### config.mk
export PLATFORM = sky130hd
export DESIGN_NAME = json_object_pair_splitter
export DESIGN_NICKNAME = d
export VERILOG_FILES = /design/src/sv/jops_pkg.sv /design/src/sv/jops_fifo.sv /design/src/sv/jops_front.sv /design/src/sv/jops_back.sv /design/src/sv/json_object_pair_splitter.sv
export SDC_FILE = /design/constraint.sdc
export NUM_CORES = 1
export LEC_CHECK = 0
export BUFFER_PORTS_ARGS = -buffer_cell sky130_fd_sc_hd__buf_4
export CAP_MARGIN = 20
export CORE_MARGIN = 5
export CORE_UTILIZATION = 38
export CTS_CLUSTER_DIAMETER = 50
export DETAILED_ROUTE_END_ITERATION = 12
export PLACE_DENSITY = 0.53
export SYNTH_ARGS = -nofsm -noshare
export SYNTH_HDL_FRONTEND = slang
export SYNTH_SLANG_ARGS = --single-unit
export TNS_END_PERCENT = 100
### constraint.sdc
create_clock -name clk_i -period 3.3 [get_ports clk_i]
set_clock_uncertainty 0.2 [all_clocks]
set_input_delay 0.165 -clock clk_i [delete_from_list [all_inputs] [get_ports clk_i]]
set_output_delay 0.165 -clock clk_i [all_outputs]
set_load 0.05 [all_outputs]
### src/sv/jops_pkg.sv
// Shared types and constants for the JSON object pair splitter.
package jops_pkg;

  localparam int unsigned MAX_DEPTH_DEF   = 255;
  localparam int unsigned QUEUE_DEPTH_DEF = 2;

  localparam logic [7:0] CH_QUOTE  = 8'h22;
  localparam logic [7:0] CH_COMMA  = 8'h2C;
  localparam logic [7:0] CH_COLON  = 8'h3A;
  localparam logic [7:0] CH_LBRACK = 8'h5B;
  localparam logic [7:0] CH_RBRACK = 8'h5D;
  localparam logic [7:0] CH_LBRACE = 8'h7B;
  localparam logic [7:0] CH_RBRACE = 8'h7D;
  localparam logic [7:0] CH_NUL    = 8'h00;

  typedef enum logic [2:0] {
    CLS_OTHER,
    CLS_QUOTE,
    CLS_COLON,
    CLS_COMMA,
    CLS_LBRACE,
    CLS_RBRACE,
    CLS_LBRACK,
    CLS_RBRACK
  } char_class_e;

  typedef enum logic [2:0] {
    PH_SEEK_OBJ,
    PH_SEEK_KEY,
    PH_KEY,
    PH_SEEK_COLON,
    PH_VALUE,
    PH_DONE
  } phase_e;

  typedef enum logic [1:0] {
    KIND_KEY,
    KIND_VALUE,
    KIND_PAIR,
    KIND_CLOSE
  } kind_e;

  typedef struct packed {
    logic [7:0]  text_byte;
    logic        end_of_text;
    char_class_e cls;
  } tok_t;

  typedef struct packed {
    kind_e      kind;
    logic [7:0] data_byte;
    logic       depth_overflow;
  } res_t;

endpackage

### src/sv/jops_fifo.sv
// Small register-based queue used between the splitter stages.
module jops_fifo #(
  parameter int unsigned WIDTH = 8,
  parameter int unsigned DEPTH = 2
) (
  input  logic             clk_i,
  input  logic             rst_ni,
  input  logic             push_i,
  input  logic [WIDTH-1:0] data_i,
  output logic             full_o,
  input  logic             pop_i,
  output logic [WIDTH-1:0] data_o,
  output logic             empty_o
);

  localparam int unsigned PTR_W = (DEPTH > 1) ? $clog2(DEPTH) : 1;
  localparam int unsigned CNT_W = $clog2(DEPTH + 1);
  localparam logic [PTR_W-1:0] LAST_PTR = PTR_W'(DEPTH - 1);
  localparam logic [CNT_W-1:0] FULL_CNT = CNT_W'(DEPTH);

  logic [WIDTH-1:0] mem_q [DEPTH];
  logic [PTR_W-1:0] wr_ptr_q, wr_ptr_d;
  logic [PTR_W-1:0] rd_ptr_q, rd_ptr_d;
  logic [CNT_W-1:0] count_q, count_d;
  logic             push_ok, pop_ok;

  assign full_o  = (count_q == FULL_CNT);
  assign empty_o = (count_q == '0);
  assign push_ok = push_i && !full_o;
  assign pop_ok  = pop_i && !empty_o;
  assign data_o  = mem_q[rd_ptr_q];

  always_comb begin
    wr_ptr_d = wr_ptr_q;
    rd_ptr_d = rd_ptr_q;
    count_d  = count_q;
    if (push_ok) begin
      wr_ptr_d = (wr_ptr_q == LAST_PTR) ? '0 : wr_ptr_q + 1'b1;
    end
    if (pop_ok) begin
      rd_ptr_d = (rd_ptr_q == LAST_PTR) ? '0 : rd_ptr_q + 1'b1;
    end
    case ({push_ok, pop_ok})
      2'b10:   count_d = count_q + 1'b1;
      2'b01:   count_d = count_q - 1'b1;
      default: count_d = count_q;
    endcase
  end

  always_ff @(posedge clk_i or negedge rst_ni) begin
    if (!rst_ni) begin
      wr_ptr_q <= '0;
      rd_ptr_q <= '0;
      count_q  <= '0;
    end else begin
      wr_ptr_q <= wr_ptr_d;
      rd_ptr_q <= rd_ptr_d;
      count_q  <= count_d;
    end
  end

  always_ff @(posedge clk_i) begin
    if (push_ok) begin
      mem_q[wr_ptr_q] <= data_i;
    end
  end

  a_count_bound: assert property (@(posedge clk_i) disable iff (!rst_ni)
    count_q <= FULL_CNT)
    else $error("queue count beyond depth");

  a_count_up: assert property (@(posedge clk_i) disable iff (!rst_ni)
    (push_ok && !pop_ok) |=> count_q == $past(count_q) + 1'b1)
    else $error("queue count did not grow on push");

  a_count_down: assert property (@(posedge clk_i) disable iff (!rst_ni)
    (pop_ok && !push_ok) |=> count_q == $past(count_q) - 1'b1)
    else $error("queue count did not shrink on pop");

endmodule

### src/sv/jops_front.sv
// Front end: classifies incoming text bytes and queues them for the parser.
module jops_front #(
  parameter int unsigned QUEUE_DEPTH = jops_pkg::QUEUE_DEPTH_DEF
) (
  input  logic           clk_i,
  input  logic           rst_ni,
  input  logic           push,
  output logic           full,
  input  logic [7:0]     text_byte_i,
  input  logic           end_of_text_i,
  input  logic           tok_pop_i,
  output jops_pkg::tok_t tok_o,
  output logic           tok_empty_o
);
  import jops_pkg::*;

  tok_t                 tok_in;
  char_class_e          cls;
  logic [$bits(tok_t)-1:0] tok_vec;

  always_comb begin
    case (text_byte_i)
      CH_QUOTE:  cls = CLS_QUOTE;
      CH_COLON:  cls = CLS_COLON;
      CH_COMMA:  cls = CLS_COMMA;
      CH_LBRACE: cls = CLS_LBRACE;
      CH_RBRACE: cls = CLS_RBRACE;
      CH_LBRACK: cls = CLS_LBRACK;
      CH_RBRACK: cls = CLS_RBRACK;
      default:   cls = CLS_OTHER;
    endcase
    tok_in.text_byte   = text_byte_i;
    tok_in.end_of_text = end_of_text_i;
    tok_in.cls         = cls;
  end

  jops_fifo #(
    .WIDTH($bits(tok_t)),
    .DEPTH(QUEUE_DEPTH)
  ) u_tok_q (
    .clk_i  (clk_i),
    .rst_ni (rst_ni),
    .push_i (push),
    .data_i (tok_in),
    .full_o (full),
    .pop_i  (tok_pop_i),
    .data_o (tok_vec),
    .empty_o(tok_empty_o)
  );

  assign tok_o = tok_t'(tok_vec);

endmodule

### src/sv/jops_back.sv
// Back end: pair/value parser state machine and result queue.
module jops_back #(
  parameter int unsigned MAX_DEPTH   = jops_pkg::MAX_DEPTH_DEF,
  parameter int unsigned QUEUE_DEPTH = jops_pkg::QUEUE_DEPTH_DEF
) (
  input  logic           clk_i,
  input  logic           rst_ni,
  input  jops_pkg::tok_t tok_i,
  input  logic           tok_empty_i,
  output logic           tok_pop_o,
  input  logic           pop,
  output logic           empty,
  output logic [1:0]     kind_o,
  output logic [7:0]     data_byte_o,
  output logic           depth_overflow_o
);
  import jops_pkg::*;

  localparam int unsigned DW = $clog2(MAX_DEPTH + 1);
  localparam logic [DW-1:0] MAX_D = DW'(MAX_DEPTH);

  phase_e          phase_q, phase_d;
  logic [DW-1:0]   depth_q, depth_d;
  logic            instr_q, instr_d;
  logic            ovf_q, ovf_d;
  logic            res_full, step, emit;
  res_t            res;
  logic [$bits(res_t)-1:0] res_vec;
  res_t            res_out;
  logic            is_open, is_close;

  assign step      = !tok_empty_i && !res_full;
  assign tok_pop_o = step;
  assign is_open   = (tok_i.cls == CLS_LBRACE) || (tok_i.cls == CLS_LBRACK);
  assign is_close  = (tok_i.cls == CLS_RBRACE) || (tok_i.cls == CLS_RBRACK);

  always_ff @(posedge clk_i or negedge rst_ni) begin
    if (!rst_ni) begin
      phase_q <= PH_SEEK_OBJ;
      depth_q <= '0;
      instr_q <= 1'b0;
      ovf_q   <= 1'b0;
    end else begin
      phase_q <= phase_d;
      depth_q <= depth_d;
      instr_q <= instr_d;
      ovf_q   <= ovf_d;
    end
  end

  always_comb begin
    phase_d  = phase_q;
    depth_d  = depth_q;
    instr_d  = instr_q;
    ovf_d    = ovf_q;
    emit     = 1'b0;
    res.kind = KIND_VALUE;
    res.data_byte = CH_NUL;
    if (step) begin
      case (phase_q)
        PH_SEEK_OBJ: begin
          if (tok_i.cls == CLS_LBRACE) phase_d = PH_SEEK_KEY;
        end
        PH_SEEK_KEY: begin
          if (tok_i.cls == CLS_QUOTE) begin
            phase_d = PH_KEY;
          end else if (tok_i.cls == CLS_RBRACE) begin
            phase_d  = PH_DONE;
            emit     = 1'b1;
            res.kind = KIND_CLOSE;
          end
        end
        PH_KEY: begin
          if (tok_i.cls == CLS_QUOTE) begin
            phase_d = PH_SEEK_COLON;
          end else begin
            emit          = 1'b1;
            res.kind      = KIND_KEY;
            res.data_byte = tok_i.text_byte;
          end
        end
        PH_SEEK_COLON: begin
          if (tok_i.cls == CLS_COLON) begin
            phase_d = PH_VALUE;
            depth_d = '0;
            instr_d = 1'b0;
          end else if (tok_i.cls == CLS_RBRACE) begin
            phase_d  = PH_DONE;
            emit     = 1'b1;
            res.kind = KIND_CLOSE;
          end
        end
        PH_VALUE: begin
          emit = 1'b1;
          if (instr_q) begin
            if (tok_i.cls == CLS_QUOTE) instr_d = 1'b0;
            res.data_byte = tok_i.text_byte;
          end else if (depth_q == '0 && tok_i.cls == CLS_COMMA) begin
            phase_d  = PH_SEEK_KEY;
            res.kind = KIND_PAIR;
          end else if (depth_q == '0 && tok_i.cls == CLS_RBRACE) begin
            phase_d  = PH_DONE;
            res.kind = KIND_CLOSE;
          end else begin
            res.data_byte = tok_i.text_byte;
            if (tok_i.cls == CLS_QUOTE) begin
              instr_d = 1'b1;
            end else if (is_open) begin
              // saturate at the top and remember it
              if (depth_q >= MAX_D) ovf_d = 1'b1;
              else depth_d = depth_q + 1'b1;
            end else if (is_close) begin
              if (depth_q != '0) depth_d = depth_q - 1'b1;
            end
          end
        end
        default: ;
      endcase
      if (tok_i.end_of_text) begin
        phase_d = PH_SEEK_OBJ;
        depth_d = '0;
        instr_d = 1'b0;
      end
    end
    res.depth_overflow = ovf_d;
  end

  jops_fifo #(
    .WIDTH($bits(res_t)),
    .DEPTH(QUEUE_DEPTH)
  ) u_res_q (
    .clk_i  (clk_i),
    .rst_ni (rst_ni),
    .push_i (emit),
    .data_i (res),
    .full_o (res_full),
    .pop_i  (pop),
    .data_o (res_vec),
    .empty_o(empty)
  );

  assign res_out          = res_t'(res_vec);
  assign kind_o           = res_out.kind;
  assign data_byte_o      = res_out.data_byte;
  assign depth_overflow_o = res_out.depth_overflow;

  a_depth_bound: assert property (@(posedge clk_i) disable iff (!rst_ni)
    depth_q <= MAX_D)
    else $error("nesting depth beyond limit");

  a_ovf_sticky: assert property (@(posedge clk_i) disable iff (!rst_ni)
    ovf_q |=> ovf_q)
    else $error("overflow flag cleared");

  a_string_in_value: assert property (@(posedge clk_i) disable iff (!rst_ni)
    instr_q |-> phase_q == PH_VALUE)
    else $error("in-string flag outside a value");

  a_depth_in_value: assert property (@(posedge clk_i) disable iff (!rst_ni)
    (depth_q != '0) |-> phase_q == PH_VALUE)
    else $error("nonzero depth outside a value");

endmodule

### src/sv/json_object_pair_splitter.sv
// Top level of the JSON top-level key/value splitter.
//
//  channel  direction  handshake                 payload
//  text     in         push / full               text_byte_i, end_of_text_i
//  result   out        empty / pop               kind_o, data_byte_o, depth_overflow_o
//
// One text byte per cycle sustained while the result queue is not full; each byte gives zero or one result.
// A pushed byte is stored in the byte queue, parsed from there by the back end, and its
// result is stored in the result queue, from which it shows on the result ports.
// The back-end parser state machine takes a byte whenever one waits and the result queue is not full.
// Reset is asynchronous and empties both queues; there is no clearing pass.
// With pop held low the result queue fills, then the byte queue, then full rises.
module json_object_pair_splitter #(
  parameter int unsigned MAX_DEPTH   = jops_pkg::MAX_DEPTH_DEF,
  parameter int unsigned QUEUE_DEPTH = jops_pkg::QUEUE_DEPTH_DEF
) (
  input  logic       clk_i,
  input  logic       rst_ni,
  input  logic       push,
  output logic       full,
  input  logic [7:0] text_byte_i,
  input  logic       end_of_text_i,
  input  logic       pop,
  output logic       empty,
  output logic [1:0] kind_o,
  output logic [7:0] data_byte_o,
  output logic       depth_overflow_o
);
  import jops_pkg::*;

  tok_t tok;
  logic tok_empty;
  logic tok_pop;

  jops_front #(
    .QUEUE_DEPTH(QUEUE_DEPTH)
  ) u_front (
    .clk_i        (clk_i),
    .rst_ni       (rst_ni),
    .push         (push),
    .full         (full),
    .text_byte_i  (text_byte_i),
    .end_of_text_i(end_of_text_i),
    .tok_pop_i    (tok_pop),
    .tok_o        (tok),
    .tok_empty_o  (tok_empty)
  );

  jops_back #(
    .MAX_DEPTH  (MAX_DEPTH),
    .QUEUE_DEPTH(QUEUE_DEPTH)
  ) u_back (
    .clk_i           (clk_i),
    .rst_ni          (rst_ni),
    .tok_i           (tok),
    .tok_empty_i     (tok_empty),
    .tok_pop_o       (tok_pop),
    .pop             (pop),
    .empty           (empty),
    .kind_o          (kind_o),
    .data_byte_o     (data_byte_o),
    .depth_overflow_o(depth_overflow_o)
  );

endmodule
======== Yosys cells after proc, flatten, opt, wreduce, memory -nomap -nowiden ========
Memory sizes are Yosys's and may differ from the RTL's.
Cells that the tools add are included.
word-level totals
  logic and storage cells ................. 149
  flip-flop bits (word level) ............. 21
  RAM bits ................................ 46
  output and inout port bits .............. 13
  input port bits ......................... 13
  memories ................................ 2
memories
  memory                 words  width  read ports  clocked after memory_dff  wr ports  RTL line         source
  u_front.u_tok_q.mem_q  2      12     1           0                         1         jops_fifo.sv:21  logic [WIDTH-1:0] mem_q [DEPTH];
  u_back.u_res_q.mem_q   2      11     1           0                         1         jops_fifo.sv:21
operators by class
  muxes and demuxes ....................... 66
  magnitude comparators ................... 1
  reduce and logical (&&, ||, !) cells .... 25
  eq/ne operators ......................... 35
  $add $sub $neg .......................... 10
operator list
  cell                 count
  $mux 8               13
  $eq 8x7->1 const B   4
  $pmux 8 s2           2
  $mux 1               27
  $mux 3               9
  $eq 8x6->1 const B   3
  $pmux 3 s7           1
  $eq 3x3->1 const B   5
  $pmux 3 s5           1
  $eq 3x2->1 const B   4
  $mux 2               6
  $ne 3x3->1 const B   4
  $ne 4x2->1 const B   3
  $mux 10              1
  $reduce_and 10->1    1
  $mux 9               1
  $ne 3x2->1 const B   3
  $add 8x1->8 const B  1
  $eq 2x2->1 const B   4
  $ge 8x8->1 const B   1
  $logic_not 8->1      1
  $pmux 2 s2           2
  $pmux 2 s4           1
  $reduce_bool 8->1    1
  19 further kinds     38

======== Logic depth before layout (Yosys ltp) ========
An unclocked memory read counts as a cell.
  depth after elaboration ................. 11
  gate-level depth with buffers ........... 10
  depth with buffers taken out ............ 8

======== Hierarchy ========
From an unflattened synthesis, not the netlist that was laid out.
second synthesis, totals
  cells, all modules ...................... 274
  area total of the unflattened synthesis .. 3438.3 um^2
modules (own cells, without submodules)
  module                        instances  cells each  area each (um^2)
  jops_back                     1          151         1277.5
  jops_fifo at u_front.u_tok_q  1          55          1063.5
  jops_fifo at u_back.u_res_q   1          52          988.4
  jops_front                    1          16          108.9

======== Worst setup path before layout ========
OpenSTA, ideal clock, no wires.
  path type ............................... flip-flop to flip-flop
  start point ............................. register u_front.u_tok_q.rd_ptr_q
  end point ............................... memory u_back.u_res_q.mem_q[1][0] (netlist bit) (enable)
  setup slack ............................. 0.511 ns
  data required time ...................... 2.722 ns
  period minus slack after synthesis ...... 2.789 ns
  data arrival time ....................... 2.211 ns
  library setup time ...................... 0.378 ns
  buffers on the path ..................... 1
  stages on the path, launching flop included .. 7
  path through ............................ dfrtp_1 > buf_6 > mux2_2 > or3_1 > o21a_1 > a211o_1 > nor2_1
between the ends
  cells in the longest elaborated chain, start to end .. 9
  elaborated cells between the ends (all ways) .. 13
  those cells by class .................... 3 x eq/ne; 8 x mux; 1 x reduce/logical; 1 x memory
RTL lines
  what                            RTL line                          source
  start, declared                 jops_fifo.sv:23                   logic [PTR_W-1:0] rd_ptr_q, rd_ptr_d;
  start signal, assigned          jops_fifo.sv:57                   rd_ptr_q <= rd_ptr_d;
  $mem_v2 2x12 *                  --
  $eq 3x3->1                      jops_back.sv:67, jops_back.sv:87
  $mux 1                          jops_back.sv:67, jops_back.sv:87
  $mux 1 (on tied branches)       jops_back.sv:83, jops_back.sv:65
  $pmux 1 s4 *                    jops_back.sv:60                   case (phase_q)
  $mux 1 *                        jops_back.sv:59                   if (step) begin
  $logic_and 1x1->1 *             jops_fifo.sv:29                   assign push_ok = push_i && !full_o;
  $mux 1 *                        jops_fifo.sv:63                   if (push_ok) begin
  $mux 1 (not written as such) *  jops_fifo.sv:64                   mem_q[wr_ptr_q] <= data_i;
  end, declared                   jops_fifo.sv:21
Mark *: on every way between the ends. The rest lies on a longest branch, timed or not.

======== Worst setup path in the final report ========
  start point ............................. register u_front.u_tok_q.rd_ptr_q
  end point ............................... register u_back.depth_q[4]
between the ends
  cells in the longest elaborated chain, start to end .. 10
  elaborated cells between the ends (all ways) .. 29
  those cells by class .................... 15 x eq/ne; 7 x mux; 6 x reduce/logical; 1 x memory
RTL lines
  what                  RTL line          source
  $mem_v2 2x12 *        --
  $eq 3x3->1            jops_back.sv:34   assign is_open = (tok_i.cls == CLS_LBRACE) || (tok_i.cls == CLS_LBRACK);
  $logic_or 1x1->1      jops_back.sv:34
  $mux 8                jops_back.sv:108  end else if (is_open) begin
  $mux 8                jops_back.sv:106  if (tok_i.cls == CLS_QUOTE) begin
  $mux 8                jops_back.sv:101  end else if (depth_q == '0 && tok_i.cls == CLS_RBRACE) begin
  $mux 8                jops_back.sv:98   end else if (depth_q == '0 && tok_i.cls == CLS_COMMA) begin
  $mux 8                jops_back.sv:95   if (instr_q) begin
  $pmux 8 s2            jops_back.sv:60
  $mux 8                jops_back.sv:119  if (tok_i.end_of_text) begin
  end signal, assigned  jops_back.sv:45   depth_q <= depth_d;
  end, declared         jops_back.sv:23   logic [DW-1:0] depth_q, depth_d;
Mark *: on every way between the ends. The rest lies on a longest branch, timed or not. The select of a mux whose other input is x is not followed.
A chain may end at the register's enable or synchronous reset.

==> impl_results.md <==
- Yosys top cell area share: 0.398
- Setup crit end kind: register
- Yosys cell types: 60
- Critical path required time: 3330 ps
- Clk buf depth: 2
- Initial antenna violation count: 0
- Final period util: 0.856
- Final TNS setup: 0 ps
- Post-route minimum period: 2820 ps
- Diode count: 0
- Synthesized Nets: 301
- Port Buffers: 25
- H-Tree Depth: 3
- Vias/cell: 5.43
- Status: completed
- Hold EP: u_back.u_res_q.rd_ptr_q
- Residual DRC count: 0
- Dpl ws: 481 ps
- WL/cell: 15.9 µm
- Row Count: 34
- M1 wire length: 3.35 mm
- Die height: 106 µm
- Synth-to-layout area growth: 18.9%
- Full die area: 0.0112 mm²
- Cell area after placement: 0.00380 mm²
- Top_reg_cell synth: edfxtp_1
- Worst setup path category: register to register
- RR Endpoint: u_back.depth_q[4]
- Grt total ovfl: 0
- Synth area leader: edfxtp_1
- CTS root buffer: clkbuf_8
- Fin worst setup slack: 477 ps
- Placeable Area: 0.00881 mm²
- Routed Antenna Nets: 0
- Ys Warns: 0
- EDFF count, synth: 46
- CTS tree: built
- Ys async rst share: 0.313
- # setup viols final: 0
- Worst VDD drop: 0.490 mV
- Slew Viols, Final: 0
- Worst-path cell chain: buf_4, mux2_2, or3_2, and4_1, nor2_4, mux2_4
- Pleak: 1.66 nW
- Clock-pin slew on the worst setup and hold paths: 80 ps
- CTS Buf Count: 9
- Synth Register Bits: 67
- Sequential area share after synthesis: 0.549
- Met3 Wirelength: 428 µm
- Clock Latency Late Sink: 340 ps
- Global-route wire length before repair: 12.1 mm
- Top cells by area, synth: edfxtp_1, dfrtp_1, mux2_2, mux2i_1, nor2_1
- WL final: 6.94 mm
- Hold Crit Class: input pin to register
- CP delay by family, top: simple AND/OR/NAND/NOR gates
- Fraction of layout cells with a size suffix above 1: 0.219
- Metal2 WL: 3.08 mm
- Final nets: 346
- Max_cap viols: 0
- P per Cell Area: 921 mW/mm²
- Commonest non-fill, non-tap cells in the layout: edfxtp_1, buf_4, nor2_1
- Max transition margin: 0.476
- Clock sinks: 67
- Highest routing layer actually used: met4
- Worst-Margin Slew: 786 ps
- R2r worst-path depth: 6
- Vias in the first global route: 2416
- Hpwl dp: 5.03 mm
- Synthesized area: 0.00347 mm²
- Die X: 106 µm
- Initial Utilization: 0.395
- Tot GR Track Use: 0.135
- Post-cts resize count: 0
- Via count: 2373
- Syn_area_per_cell: 12.5 µm²
- Fmax: 354 MHz
- GPL Wtd Cong: 0.828
- RSZ-0062 raised after global routing: no
- Worst Path Buf+Inv: 1
- Worst Setup Start Kind: register
- Most common cell after layout, fill and taps aside: edfxtp_1
- Post-CTS setup buffer count: 0
- R2r setup slk: 480 ps
- Slowest CP cell: or3_2
- Crit path DAT: 2850 ps
- I/O pins: 26
- Detailed Routing Iterations Pass 1: 5
- Max incr delay on CP: 460 ps
- Worst R2R Start: u_front.u_tok_q.rd_ptr_q
- Hold depth: 3
- # fillers: 807
- Worst hold path startpoint: pop
- DRT iter0 DRCs: 191
- Fin. Hold Viols: 0
- Worst-path fanout max: 18
- Cells after synthesis: 279
- Largest net degree at the start of global routing: 22
- Fin area: 0.00413 mm²
power by group:
group | switching, W | internal, W
registers | 0.000180 | 0.00117
clock network | 0.000339 | 0.000432
logic | 0.00102 | 0.000665
total | 0.00154 | 0.00226
through the flow:
stage | utilization | power, W | hold slack, ps | cells
after CTS | 0.469 | 0.00384 | 5.31 | 437
final | 0.469 | 0.00380 | 16.6 | 437
after floorplan | - | 0.00261 | -331 | 279
after global placement | 0.431 | 0.00304 | -126 | 410
after detailed placement | 0.431 | 0.00305 | -126 | 410
after global routing | 0.469 | 0.00406 | 34.7 | 437
state kept, by name, summed over array words and instances, names as in the netlist:
| signal | flops |
|---|---|
| u_front.u_tok_q.mem_q | 24 |
| u_back.u_res_q.mem_q | 22 |
| u_back.depth_q | 8 |
| u_back.phase_q | 3 |
| u_back.u_res_q.count_q | 2 |
| u_front.u_tok_q.count_q | 2 |
| u_back.instr_q | 1 |
| u_back.ovf_q | 1 |
| u_back.u_res_q.rd_ptr_q | 1 |
| u_back.u_res_q.wr_ptr_q | 1 |
| u_front.u_tok_q.rd_ptr_q | 1 |
| u_front.u_tok_q.wr_ptr_q | 1 |
timing repair:
item,4_1_cts,5_1_grt
hold endpoints to repair,40,0
hold buffers,11,0
endpoints found under the setup margin,0,0
worst min-delay path: cells and delay by family:
family | cells | cell delay, ps
simple gates | 1 | 200
xor+xnor | 1 | 90
buf+inv | 1 | 70
cell usage after synthesis (2+ instances only):
library cell and number:
inv_1 17, buf_2 3, or4_1 3, edfxtp_1 46
nand4_1 2, a211o_1 3, or3_1 5, nand3_1 5
nor2b_1 3, o211ai_1 3, o31ai_1 6, a21o_1 2
and3_1 2, a211oi_1 2, dfrtp_1 21, nand2b_1 4
o21ai_0 5, a32o_1 3, buf_6 2, nor2_1 28
o2111ai_1 3, nor3b_1 3, mux2_2 14, ha_1 8
xnor2_1 12, mux2i_1 15, nor3_1 4, xor2_1 5
or3b_1 2, mux2_4 4, nand2_1 8, clkbuf_1 3
a41oi_1 2, a21oi_1 5
worst max-delay path by stage:
stage	cells after the start	end	from	slack (ps)
5_1_grt	9	u_back.u_res_q.count_q[1]	u_front.u_tok_q.rd_ptr_q	340
6_report	6	u_back.depth_q[4]	u_front.u_tok_q.rd_ptr_q	480
2_1_floorplan	6	u_back.u_res_q.mem_q[1][0]	u_front.u_tok_q.rd_ptr_q	510
3_3_place_gp	6	u_back.depth_q[2]	u_front.u_tok_q.rd_ptr_q	520
3_5_place_dp	6	u_back.depth_q[5]	u_front.u_tok_q.rd_ptr_q	480
4_1_cts	6	u_back.depth_q[4]	u_front.u_tok_q.rd_ptr_q	470
cells by family (layout without fill, tap and decap cells):
logic type,count (synthesis),count (layout),share of synthesized area
AOI/OAI and AO/OA,51,51,0.118
xor gates and xnor gates,17,17,0.0429
adders and majority gates,9,9,0.0346
buffers and inverters,26,76,0.0335
DFF,67,67,0.549
muxes,33,33,0.106
and+or+nand+nor,76,76,0.116
metal layers:
metal	up-vias	global-route usage
met5	-	0
met4	0	0.0426
met3	8	0.0361
met2	66	0.197
met1	1147	0.197
li1	1152	-
final cells by class:
cell class                      instances  area (µm²)  share of cell area
Clock buffer                            9         124              0.0300
Clock inverter                          7        98.8              0.0239
Inverter                               17        63.8              0.0154
Multi-Input combinational cell        186        1450               0.351
Sequential cell                        67        1910               0.462
Tap cell                              108         135              0.0327
Timing Repair Buffer                   43         350              0.0848
Power figures use the tool's default switching activity.
